$ cat src/sv/imu6_pkg.sv
// Package for the six-axis IMU conditioner: payload structs, codes and constants.
// No dependencies.
package imu6_pkg;

  localparam int unsigned Axes = 6;
  localparam int unsigned MaxCalSamples = 1024;
  localparam int unsigned CntW = $clog2(MaxCalSamples + 1);
  localparam int unsigned SumW = 32 + CntW;
  localparam logic signed [31:0] GravityQ16 = 32'sd642908;
  localparam logic [16:0] OneQ16 = 17'd65536;

  typedef enum logic [1:0] {
    FUNC_SAMPLE = 2'd0,
    FUNC_CAL_START = 2'd1,
    FUNC_CAL_SAMPLE = 2'd2,
    FUNC_CAL_FINISH = 2'd3
  } func_e;

  typedef enum logic [1:0] {
    ST_OK = 2'd0,
    ST_READ_FAIL = 2'd1,
    ST_DEV_ERR = 2'd2,
    ST_NO_SAMPLES = 2'd3
  } status_e;

  typedef enum logic [1:0] {
    MODE_READY = 2'd0,
    MODE_CAL = 2'd1,
    MODE_ERROR = 2'd2
  } mode_e;

  typedef enum logic [1:0] {
    REG_ALPHA = 2'd0,
    REG_ACCEL_SCALE = 2'd1,
    REG_GYRO_SCALE = 2'd2
  } reg_e;

  typedef enum logic [2:0] {
    S_IDLE,
    S_FILT_A,
    S_FILT_B,
    S_DIV,
    S_SCALE,
    S_DONE
  } state_e;

  typedef struct packed {
    logic [1:0] func;
    logic read_ok;
    logic signed [31:0] acc_x_in;
    logic signed [31:0] acc_y_in;
    logic signed [31:0] acc_z_in;
    logic signed [31:0] rot_x_in;
    logic signed [31:0] rot_y_in;
    logic signed [31:0] rot_z_in;
  } in_item_t;

  typedef struct packed {
    logic [1:0] status;
    logic signed [15:0] out_acc_x;
    logic signed [15:0] out_acc_y;
    logic signed [15:0] out_acc_z;
    logic signed [15:0] out_rot_x;
    logic signed [15:0] out_rot_y;
    logic signed [15:0] out_rot_z;
    logic is_calibrated;
    logic [31:0] good_reads;
    logic [31:0] failed_reads;
  } out_item_t;

  // Control handed to the divider.
  typedef struct packed {
    logic start;
    logic signed [SumW-1:0] dividend;
    logic [CntW-1:0] divisor;
  } div_req_t;

  typedef struct packed {
    logic done;
    logic signed [SumW-1:0] quotient;
  } div_rsp_t;

  function automatic logic signed [31:0] sat32(input logic signed [SumW+17:0] v);
    if (v > $signed({{(SumW-14){1'b0}}, 32'h7fffffff})) return 32'sh7fffffff;
    if (v < -$signed({{(SumW-14){1'b0}}, 32'h80000000})) return 32'sh80000000;
    return v[31:0];
  endfunction

endpackage

$ cat src/sv/imu6_div.sv
// Serial signed divider, one quotient bit per cycle, truncating toward zero.
// Depends on imu6_pkg.
module imu6_div (
  input  logic clk_i,
  input  logic rst_ni,
  input  imu6_pkg::div_req_t req_i,
  output imu6_pkg::div_rsp_t rsp_o
);
  import imu6_pkg::*;

  localparam int unsigned BitW = $clog2(SumW + 1);

  logic [SumW-1:0] quo_q, quo_d;
  logic [CntW:0] rem_q, rem_d;
  logic [BitW-1:0] cnt_q, cnt_d;
  logic busy_q, busy_d, neg_q, neg_d, done_q, done_d;
  logic [CntW-1:0] dvs_q, dvs_d;
  logic [CntW:0] trial;

  // Shift-subtract restoring step.
  always_comb begin
    quo_d = quo_q;
    rem_d = rem_q;
    cnt_d = cnt_q;
    busy_d = busy_q;
    neg_d = neg_q;
    dvs_d = dvs_q;
    done_d = 1'b0;
    trial = {rem_q[CntW-1:0], quo_q[SumW-1]};
    if (req_i.start) begin
      neg_d = req_i.dividend[SumW-1];
      quo_d = req_i.dividend[SumW-1] ? (~req_i.dividend + 1'b1) : req_i.dividend;
      rem_d = '0;
      dvs_d = req_i.divisor;
      cnt_d = BitW'(SumW);
      busy_d = 1'b1;
    end else if (busy_q) begin
      if (trial >= {1'b0, dvs_q}) begin
        rem_d = trial - {1'b0, dvs_q};
        quo_d = {quo_q[SumW-2:0], 1'b1};
      end else begin
        rem_d = trial;
        quo_d = {quo_q[SumW-2:0], 1'b0};
      end
      cnt_d = cnt_q - 1'b1;
      if (cnt_q == BitW'(1)) begin
        busy_d = 1'b0;
        done_d = 1'b1;
      end
    end
  end

  always_ff @(posedge clk_i or negedge rst_ni) begin
    if (!rst_ni) begin
      busy_q <= 1'b0;
      done_q <= 1'b0;
      cnt_q <= '0;
    end else begin
      busy_q <= busy_d;
      done_q <= done_d;
      cnt_q <= cnt_d;
    end
  end

  always_ff @(posedge clk_i) begin
    quo_q <= quo_d;
    rem_q <= rem_d;
    neg_q <= neg_d;
    dvs_q <= dvs_d;
  end

  assign rsp_o.done = done_q;
  assign rsp_o.quotient = neg_q ? $signed(~quo_q + 1'b1) : $signed(quo_q);

  // A finish result never follows a start directly.
  assert property (@(posedge clk_i) disable iff (!rst_ni) req_i.start |=> !done_q)
    else $error("divider done right after start");
  assert property (@(posedge clk_i) disable iff (!rst_ni) done_q |-> !busy_q)
    else $error("divider busy while done");
  assert property (@(posedge clk_i) disable iff (!rst_ni) busy_q |-> cnt_q != '0)
    else $error("divider count underflow");
endmodule

$ cat config.mk
export PLATFORM = sky130hd
export DESIGN_NAME = imu6_div
export DESIGN_NICKNAME = d
export VERILOG_FILES = /design/src/sv/imu6_pkg.sv /design/src/sv/imu6_div.sv
export SDC_FILE = /design/constraint.sdc
export NUM_CORES = 1
export LEC_CHECK = 0
export BUFFER_PORTS_ARGS = -buffer_cell sky130_fd_sc_hd__buf_2
export CAP_MARGIN = 20
export CORE_MARGIN = 1.5
export CORE_UTILIZATION = 57
export CTS_CLUSTER_DIAMETER = 60
export DETAILED_ROUTE_END_ITERATION = 7
export PLACE_DENSITY = 0.82
export SYNTH_ARGS = -nofsm -noshare
export SYNTH_HDL_FRONTEND = slang
export SYNTH_SLANG_ARGS = --single-unit
$ cat constraint.sdc
create_clock -name clk_i -period 4 [get_ports clk_i]
set_input_delay 0.4 -clock clk_i [delete_from_list [all_inputs] [get_ports clk_i]]
set_output_delay 0.4 -clock clk_i [all_outputs]
set_load 0.01 [all_outputs]
======== Word-level counts from Yosys, hierarchy flattened ========
Cells that the tools add are included.
word-level totals
  register bits ........................... 74
  input bits .............................. 57
  output and inout port bits .............. 44
  logic and storage cells ................. 30
operators by class
  add/sub/neg operators ................... 4
  order comparisons ....................... 1
  eq/ne operators ......................... 1
  mux-type cells .......................... 14
  bitwise logic cells ..................... 2
  reduce and logical (&&, ||, !) cells .... 1
operator list
  kind                   number
  $mux 43                4
  $add 43x1->43 const B  2
  $not 43->43            2
  $ge 12x11->1           1
  $mux 6                 2
  $mux 11                1
  $sub 11x11->11         1
  $mux 1                 7
  $eq 6x1->1 const B     1
  $sub 6x1->6 const B    1
  $reduce_bool 2->1      1

======== Longest topological paths before layout ========
Gate-level depths: netlist (run 1).
  depth after elaboration ................. 4
  depth in mapped cells ................... 10
  mapped depth without buffers ............ 9

======== Worst setup path before layout (run 1) ========
Ideal clock, no wire load.
  path kind ............................... register -> output
  from .................................... reg quo_q[17]
  to ...................................... out rsp_o[35] (netlist name)
  arrival ................................. 2.809 ns
  required time ........................... 3.600 ns
  path slack .............................. 0.791 ns
  stages on the path, launching flop included .. 7
  cell sequence ........................... edfxtp_1 > or4_4 > or3_4 > or4_4 > or4b_4 > o41ai_4 > xnor2_1
RTL lines
  element                   RTL line        source
  start: declaration        imu6_div.sv:13  logic [SumW-1:0] quo_q, quo_d;
  start signal: assignment  imu6_div.sv:66  quo_q <= quo_d;
  end: declaration          imu6_div.sv:7   output imu6_pkg::div_rsp_t rsp_o

==> summary.md, run 1 <==
| Metric | Value |
|---|---|
| Syn Nets | 650 |
| Min-Delay Path Depth | 1 |
| Met3 usage | 0.0597 |
| Power per Cell Area | 427 nW/µm² |
| Post-Syn Area | around 5300 µm² |
| Number of distinct library cells after synthesis | 52 |
| Chip height | 99.7 µm |
| Overflow after GRT | 0 |
| P&R area growth vs syn | 14.3% |
| Total Power | approximately 2.6 mW |
| Sequential power share | 0.417 |
| Worst Setup End Kind | output pin |
| Met1 Usage GRT | 0.333 |
| Max Slew Vio Count | 0 |
| Row Count | 35 |
| Final hold violations | 0 |
| CTS tree | yes |
| Post-synth EDFFs | 55 |
| DRC errors left | 0 |
| Pin count of the biggest net entering global routing | between 60 and 70 |
| Worst slew pin tran | 0.923 ns |
| Top Ports | 101 |
| Outcome | completed |
| Worst vdd ir | roughly 0.23 mV |
| Num CTS Buffers | 9 |
| Post-synth top area share | 0.310 |
| Placer Congestion | between 0.9 and 1 |
| Initial Util | 0.582 |
| Warning count from the yosys run | 0 |
| Filler Cell Count | 724 |
| Clk pwr share | 0.207 |
| Setup repair bufs after CTS | 0 |
| First-pass GRT wire length | around 21000 µm |
| WL/cell | 16.5 µm |
| Final WL | around 13000 µm |
| Met2 Use GR | 0.454 |
| Fin util | 0.665 |
| Final min period | approximately 3.8 ns |
| P_sw | 0.929 mW |
| FMAX | 263 MHz |
| Clk Latency, worst-skew pair | 0.35 ns |
| Area contributors post-synth | edfxtp_1 (31%), xnor2_1 (8.4%), xor2_1 (6.4%), nor2_1 (4.6%), a21oi_1 (4.1%) |
| Period utilization | 0.950 |
| Port Buf Inserts | 100 |
| LEAKAGE | approximately 2.4 nW |
| Number of global-route vias before repair | 4499 |
| Synth Instances | slightly below 600 |
| Commonest cells post-synth | nor2_1 (65), edfxtp_1 (55), xnor2_1 (51) |
| Internal power | roughly 1.7 mW |
| Sw frac | 0.357 |
| Setup crit start kind | flop |
| Most common cell in the synthesized netlist | nor2_1 |
| Setup TNS | 0 ns |
| Core Box Area | 9150 µm² |
| Synth Flop Type | edfxtp_1 |
| Antenna diode count | 0 |
| DR pass1 iterations | 5 |
| Comb pwr share | 0.376 |
| Critical path fanouts, max | 5 |
| Ys async rst share | 0.108 |
| Worst Path Required | roughly 3.6 ns |
| Critical Path AT | about 3.4 ns |
| Slew headroom | 0.385 |
| Yosys top cell by area | edfxtp_1 |
| Max-cap viol count | 0 |
| RSZ-0062 raised after global routing | false |
| Layout net count | ~740 |
| Initial antenna violation count | 1 |
| Syn Area/Cell | between 9 and 10 µm² |
| Fraction of layout cells with a size suffix above 1 | 0.212 |
| HP Class | input pin to flop |
| Gates resized, CTS repair | 0 |
| Sink Count | 74 |
| Clock skew | about 0.011 ns |
| FF-to-FF path depth | 10 |
| Die X | about 100 µm |
| Detailed Place HPWL | 9320 µm |
| Vias per inst | around 6.1 |
| 1st-iter DRT viols | 208 |
| Layer with the highest usage | met2 |
| Hold-fix buffers at CTS | 1 |
| Setup Crit Path Kind | flop to output pin |
| Register area share after synthesis | 0.389 |
| Clk pin slew, worst setup/hold paths | about 0.080 ns |
| Total number of vias | about 4800 |
| Bufs on Longest Clock Path | 2 |
| Die ar. | ~9900 µm² |
| Number of synthesized register bits | between 70 and 80 |
| GRT Total Usage | 0.265 |
| Final setup violation count | 0 |
| Detail Route Antenna Nets | 0 |
| H-tree levels | 3 |
| Root Buffer | clkbuf_8 |
## layout make-up
cell class	count	area, µm²	share of cell area
multi-input combinational	451	3050	0.501
clock inverter	4	25.0	0.00411
tap	111	139	0.0228
clock buffer	12	155	0.0255
inverter	21	78.8	0.0130
sequential	74	2070	0.340
timing repair buffer	107	566	0.0929
## layout by cell type (no fill, tap or decap), types with 13 or more instances in the layout
cell,Yosys,final
buf_2,0,99
nor2_1,65,65
edfxtp_1,55,55
xnor2_1,51,51
a21oi_1,44,44
xor2_1,39,39
o21ai_0,36,36
nand2_1,30,30
o31ai_1,22,22
inv_1,21,21
or3_1,18,18
o41ai_1,15,15
ha_1,15,15
or4_1,13,13
## worst paths after layout
kind | start | endpoint | slack [ns]
min in group asynchronous | rst_ni | done_q$_DFF_PN0_ | 0.42
min reg2reg | rem_q[10]$_SDFFE_PP0P_ | rem_q[10]$_SDFFE_PP0P_ | 0.50
min | req_i[7] | dvs_q[7]$_DFFE_PP_ | 0.22
max | quo_q[17]$_DFFE_PP_ | rsp_o[35] | 0.20
max reg2reg | quo_q[42]$_DFFE_PP_ | rem_q[0]$_SDFFE_PP0P_ | 0.97
max in group asynchronous | rst_ni | cnt_q[2]$_DFFE_PN0P_ | 3.40
## state kept, by name, summed over array words and instances, names as in the netlist
signal	cells
busy_q	1
cnt_q	6
done_q	1
dvs_q	11
neg_q	1
quo_q	43
rem_q	11
## power groups by stage
stage               Sequential, mW  Combinational [mW]  Clock [mW]
floorplan                     1.06               0.704           0
global placement              1.09               0.923           0
detailed placement            1.10               0.959           0
CTS                           1.08               0.967       0.550
global route                  1.10                1.08       0.570
finish                        1.08               0.977       0.539
## worst max-delay path: stages (launching register included)
cell	delay (ns)
edfxtp_1	0.44
or4_4	0.56
or3_4	0.35
or4_4	0.59
or4b_4	0.58
o41ai_4	0.24
xnor2_1	0.14
buf_2	0.14
## cells by family (layout without fill, tap and decap cells)
kind of cell	after synthesis	after routing	share of synthesized area
mux	12	12	0.0237
flops	74	74	0.389
compound gates	148	148	0.180
buf+inv	52	144	0.0381
simple gates	185	185	0.182
fa+ha+maj	16	16	0.0390
xor+xnor	90	90	0.148
## metrics by stage
stage                     instance area [µm²]  instances  worst slack [ns]  hold WS (ns)
after floorplan                          5330        577             0.791         0.104
after global placement                   5880        762             0.633         0.252
after detailed placement                 5880        762             0.584         0.255
after CTS                                6070        779             0.183         0.203
after global routing                     6090        780            0.0803         0.200
final                                    6090        780             0.199         0.218
## per-layer routing
metal  part of all wire  vias to the layer above
li1                   -                     2287
met2               0.48                      178
met5            0.00093                        -
met1               0.44                     2258
met4              0.019                        2
met3              0.061                       25
No activity file was read; power rests on OpenSTA's default activity.
==> run 2: changes to the inputs <==
ABC_AREA = 1   (was unset)
CORE_UTILIZATION = 58   (was 57)
GPL_ROUTABILITY_DRIVEN = 0   (was unset)
SLEW_MARGIN = 20   (was unset)
==> summary.md, run 2 <==
| Metric | Value |
|---|---|
| Most common cell in the synthesized netlist | nand2_1 |
| Post-synth top area share | 0.263 (-0.0468) |
| Max Slew Vio Count | 0 (unchanged) |
| Port Buf Inserts | 100 (unchanged) |
| Critical Path AT | 2.33 ns (-1.07 ns) |
| Synth Instances | 917 (+59%) |
| Commonest cells post-synth | nand2_1 (254), inv_1 (109), nor2_1 (102) |
| Detailed Place HPWL | 13100 µm (+40%) |
| Layout net count | 1079 (+46%) |
| Period utilization | 0.682 (-0.268) |
| Root Buffer | clkbuf_8 |
| Syn Area/Cell | 6.84 µm² (-26%) |
| Worst vdd ir | 0.342 mV (+51%) |
| Synth Flop Type | edfxtp_1 |
| Number of synthesized register bits | 74 (unchanged) |
| Setup Crit Path Kind | flop to output pin |
| Worst slew pin tran | 1.04 ns (+0.114 ns) |
| Area contributors post-synth | edfxtp_1 (26%), nand2_1 (15%), nand3_1 (7.0%), xor2_1 (6.7%), inv_1 (6.5%) |
| Register area share after synthesis | 0.330 (-0.0588) |
| Ys async rst share | 0.108 (unchanged) |
| Initial antenna violation count | 0 (-1) |
| Placed insts | 1130 (+48%) |
| Top Ports | 101 (unchanged) |
| Number of distinct library cells after synthesis | 43 (-17%) |
| Crit. Startpoint | neg_q$_DFFE_PP_ |
| Slew headroom | 0.305 (-0.0800) |
| CP cell instances | inv_1, or2_2, nand3_1, xor2_1, buf_2 |
| Final WL | 16800 µm (+30%) |
| Hold_sp | req_i[1] |
| Total number of vias | 6430 (+35%) |
| Final min period | 2.73 ns (-1.07 ns) |
| Number of global-route vias before repair | 5722 (+27%) |
| Warning count from the yosys run | 0 (unchanged) |
| Die X | 107 µm (+7.4%) |
| Setup TNS | 0 ns (unchanged) |
| Overflow after GRT | 0 (unchanged) |
| Antenna diode count | 0 (unchanged) |
| Final hold violations | 0 (unchanged) |
| Final cell count without fillers | 1147 (+47%) |
| Chip height | 107 µm (+7.4%) |
| Critical path fanouts, max | 23 (+18) |
| Most frequent cells in the layout | nand2_1 (254), inv_1 (108), nor2_1 (102) |
| Post-Syn Area | 6270 µm² (+18%) |
| First-pass GRT wire length | 27100 µm (+29%) |
| Yosys top cell by area | edfxtp_1 |
| Top reg by flops | quo_q |
| Setup crit start kind | flop |
| Setup repair bufs after CTS | 0 (unchanged) |
| Post-synth EDFFs | 55 (unchanged) |
| Fraction of layout cells with a size suffix above 1 | 0.154 (-0.0580) |
| LEAKAGE | 3.32 nW (+40%) |
| Row Count | 37 (+5.7%) |
| GRT Total Usage | 0.302 (+0.0368) |
| CTS tree | yes |
| DR pass1 iterations | 6 (+1) |
| FMAX | 367 MHz (+39%) |
| Worst Setup End Kind | output pin |
| Regs by FF count | quo_q x43, dvs_q x11, rem_q x11 |
| Slowest CP cell | edfxtp_1 |
| 1st-iter DRT viols | 652 (+210%) |
| Commonest non-fill, non-tap cell in the layout | nand2_1 |
| Max-cap viol count | 0 (unchanged) |
| Bufs on Longest Clock Path | 2 (unchanged) |
| Syn Nets | 990 (+52%) |
| Clock skew | 0.00817 ns (-0.00269 ns) |
| P&R area growth vs syn | 12.2% |
| Initial Util | 0.602 (+0.0203) |
| DRC errors left | 0 (unchanged) |
| Sink Count | 74 (unchanged) |
| Pin count of the biggest net entering global routing | 47 (-23%) |
| Worst Path Required | 3.60 ns (about the same) |
| Detail Route Antenna Nets | 0 (unchanged) |
| H-tree levels | 3 (unchanged) |
| Power per Cell Area | 407 nW/µm² (-4.6%) |
| RSZ-0062 raised after global routing | false |
| Largest register FFs | 43 (unchanged) |
| Clk pin slew, worst setup/hold paths | 0.08 ns (about the same) |
| Fin util | 0.676 (+0.0110) |
| RR Startpoint | quo_q[42]$_DFFE_PP_ |
| Core Box Area | 10400 µm² (+14%) |
| Outcome | completed |
| Final setup violation count | 0 (unchanged) |
| Worst stage delay on the critical path | 0.82 ns (+0.23 ns) |
| Clk Latency, worst-skew pair | 0.36 ns (about the same) |
| HP Class | input pin to flop |
| Num CTS Buffers | 9 (unchanged) |
| Vias per inst | 5.61 (-7.9%) |
| Die ar. | 11400 µm² (+15%) |
| WL/cell | 14.6 µm (-11%) |
[run 2: worst max-delay path: cells and delay by family (launching register included)]
| family | cells | cell delay [ns] |
|---|---|---|
| xor+xnor | 1 | 0.14 |
| simple gates | 2 | 0.49 |
| buf+inv | 2 | 0.51 |
| flops | 1 | 0.82 |
[run 2: repair_timing]
| action | in CTS | in global routing |
|---|---|---|
| hold buffers | 1 | 0 |
| hold endpoints to repair | 8 | 0 |
| resized for setup | 0 | 0 |
[run 2: where the power goes]
group	total (mW)	switching (mW)	internal, mW
logic	1.22	0.768	0.448
clock network	0.583	0.297	0.287
registers	1.07	0.110	0.958
[run 2: worst paths after layout]
path                                          to  slack, ns  cells past startpoint
max in group asynchronous   cnt_q[1]$_DFFE_PN0P_       3.45                      2
min in group asynchronous       done_q$_DFF_PN0_       0.39                      2
min reg2reg                rem_q[9]$_SDFFE_PP0P_       0.48                      2
max reg2reg                rem_q[5]$_SDFFE_PP0P_       1.42                      9
min                           dvs_q[1]$_DFFE_PP_       0.20                      1
max                                    rsp_o[34]       1.27                      5
[run 2: layout make-up]
class	instances	area (µm²)
Multi-Input combinational cell	705	3640
Fill cell	951	3380
Sequential cell	74	2070
Timing Repair Buffer	106	548
Inverter	110	413
Tap cell	136	170
Clock buffer	9	124
Clock inverter	7	68.8
[run 2: per-layer routing]
metal / track usage / share of wire / vias to the layer above
met5: 0 / 0 / -
met4: 0.110 / 0.022 / 0
met3: 0.0383 / 0.084 / 33
met2: 0.493 / 0.47 / 294
met1: 0.413 / 0.42 / 2912
li1: - / - / 3191
[run 2: logic make-up after synthesis]
logic type,count (synthesis),share of synthesized area
simple gates,534,0.380
buf+inv,138,0.0886
compound gates,98,0.0884
flops,74,0.330
xor+xnor,57,0.0796
fa+ha+maj,16,0.0331
[run 2: through the flow]
step | setup WS, ns | area (µm²) | hold slack (ns) | total power, mW
floorplan | 1.85 | 6270 | 0.104 | 1.93
global placement | 1.58 | 6840 | 0.250 | 2.24
detailed placement | 1.48 | 6840 | 0.248 | 2.27
CTS | 1.29 | 7040 | 0.198 | 2.85
global route | 1.14 | 7040 | 0.193 | 3.05
finish | 1.27 | 7040 | 0.204 | 2.87
==> run 3: changes to the inputs <==
clock period = 2.6 ns   (was 4 ns; I/O delays follow)
==> summary.md, run 3 (same netlist as run 2, synthesis figures left out) <==
| Metric | Value |
|---|---|
| Outcome | completed |
| Placed insts | 1136 (+0.53%) |
| Worst slew pin tran | 0.643 ns (-0.394 ns) |
| Final setup violation count | 0 (unchanged) |
| Setup Crit Path Kind | flop to output pin |
| Total number of vias | 6405 (-0.39%) |
| GRT Total Usage | 0.298 (-0.00403) |
| Crit. Startpoint | quo_q[0]$_DFFE_PP_ |
| CTS tree | yes |
| Max-cap viol count | 0 (unchanged) |
| Worst Path Required | 2.34 ns (-1.26 ns) |
| Initial Util | 0.602 (unchanged) |
| Final min period | about 2.5 ns |
| Port Buf Inserts | 100 (unchanged) |
| Setup TNS | 0 ns (unchanged) |
| Root Buffer | clkbuf_8 |
| LEAKAGE | 3.37 nW (+1.3%) |
| Critical path fanouts, max | 4 (-83%) |
| Setup crit start kind | flop |
| Final cell count without fillers | 1156 (+0.78%) |
| Fraction of layout cells with a size suffix above 1 | 0.163 (+0.00844) |
| Critical Path AT | 2.22 ns (-0.11 ns) |
| Final hold slack | 0.0683 ns (-0.136 ns) |
| FMAX | 404 MHz |
| Max Slew Vio Count | 0 (unchanged) |
| Worst setup margin | 0.123 ns (-1.15 ns) |
| Largest register FFs | 43 (unchanged) |
| DR pass1 iterations | 5 (-1) |
| Clock skew | 0.00818 ns (+0.00000739 ns) |
| Slew headroom | 0.570 (+0.265) |
| Hold_sp | req_i[10] |
| Core Box Area | 10400 µm² (unchanged) |
| Power per Cell Area | 618 nW/µm² (+52%) |
| Period utilization | 0.953 |
| 1st-iter DRT viols | 598 (-8.3%) |
| Sink Count | 74 (unchanged) |
| Top Ports | 101 (unchanged) |
| Most frequent cells in the layout | nand2_1 (253), inv_1 (108), nor2_1 (102) |
| HP Class | input pin to flop |
| Total Power | 4.40 mW (+53%) |
| DRC errors left | 0 (unchanged) |
| Top reg by flops | quo_q |
| Worst vdd ir | 0.597 mV (+74%) |
| Chip height | 107 µm (unchanged) |
| P&R area growth vs syn | 13.4% |
| Initial antenna violation count | 0 (unchanged) |
| First-pass GRT wire length | 26800 µm (-1.2%) |
| H-tree levels | 3 (unchanged) |
| Final hold violations | 0 (unchanged) |
| Regs by FF count | quo_q x43, dvs_q x11, rem_q x11 |
| Detailed Place HPWL | 12800 µm (-1.7%) |
| Overflow after GRT | 0 (unchanged) |
| WL/cell | 14.5 µm (-1.1%) |
| Bufs on Longest Clock Path | 2 (unchanged) |
| Antenna diode count | 0 (unchanged) |
| Clk Latency, worst-skew pair | 0.37 ns (about the same) |
| Vias per inst | 5.54 (-1.2%) |
| Pin count of the biggest net entering global routing | 49 (+4.3%) |
| Number of global-route vias before repair | 5739 (+0.30%) |
| Die ar. | 11400 µm² (unchanged) |
| Die X | 107 µm (unchanged) |
| Layout net count | 1088 (+0.83%) |
| Clk pin slew, worst setup/hold paths | 0.08 ns (about the same) |
| Worst Setup End Kind | output pin |
| Detail Route Antenna Nets | 0 (unchanged) |
| Final WL | 16700 µm (-0.33%) |
| Num CTS Buffers | 9 (unchanged) |
| Commonest non-fill, non-tap cell in the layout | nand2_1 |
| Pre-CTS WS | 0.409 ns (-1.07 ns) |
| RR Startpoint | quo_q[42]$_DFFE_PP_ |
| Row Count | 37 (unchanged) |
## run 3: cell count changes in the layout (fill, tap and decap cells not counted)
cell	before	now
clkinv_2	2	1
clkinv_1	2	0
clkbuf_8	9	10
buf_4	5	14
inv_2	1	2
nand2_1	254	253
inv_6	1	0
nand2_2	2	3
clkbuf_1	0	2
## run 3: final cells by class
cell class / count / area (µm²)
flip-flops and latches: 74 / 2070
fillers: 922 / 3300
clock inverters: 4 / 51.3
well taps: 136 / 170
clock buffers: 12 / 145
multi-input cells: 705 / 3650
inverters: 110 / 413
repair buffers: 115 / 616
## run 3: worst paths after layout
path,endpoint,slack (ns),depth (start not counted)
setup / recovery,rsp_o[42],0.12,11
hold / removal,dvs_q[10]$_DFFE_PP_,0.07,1
hold reg to reg,rem_q[10]$_SDFFE_PP0P_,0.48,2
min in group asynchronous,done_q$_DFF_PN0_,0.25,2
setup reg to reg,rem_q[3]$_SDFFE_PP0P_,0.42,9
max in group asynchronous,cnt_q[4]$_DFFE_PN0P_,2.19,2
## run 3: repair_timing
item                                    4_1_cts  5_1_grt
setup buffers                                 0        3
endpoints found under the hold margin         8        0
hold buffers                                  1        0
resized for setup                             0        2
endpoints found under the setup margin        1        6
pin swaps                                     1        2
## run 3: critical path, cell delays in order, from the launching register on
cell	delay (ns)
edfxtp_1	0.42
inv_2	0.11
ha_1	0.19
nand3_2	0.12
nor2_4	0.16
nand2_4	0.09
nor2_4	0.12
nand3_1	0.10
nand2_2	0.10
nand2_1	0.08
xor2_1	0.19
buf_2	0.17
## run 3: per-stage QoR
step | util | instance area, µm²
6_report | 0.683 | 7110
5_1_grt | 0.683 | 7110
4_1_cts | 0.681 | 7090
3_5_place_dp | 0.661 | 6880
3_3_place_gp | 0.661 | 6880
2_1_floorplan | - | 6270
## run 3: power breakdown
part	switching, mW	internal, mW
clock	0.436	0.470
sequential	0.160	1.47
combinational	1.16	0.700
## run 3: metal layers
layer | part of all wire | global-route usage
met5 | 0 | 0
met4 | 0.028 | 0.117
met3 | 0.078 | 0.0541
met2 | 0.46 | 0.477
met1 | 0.44 | 0.402
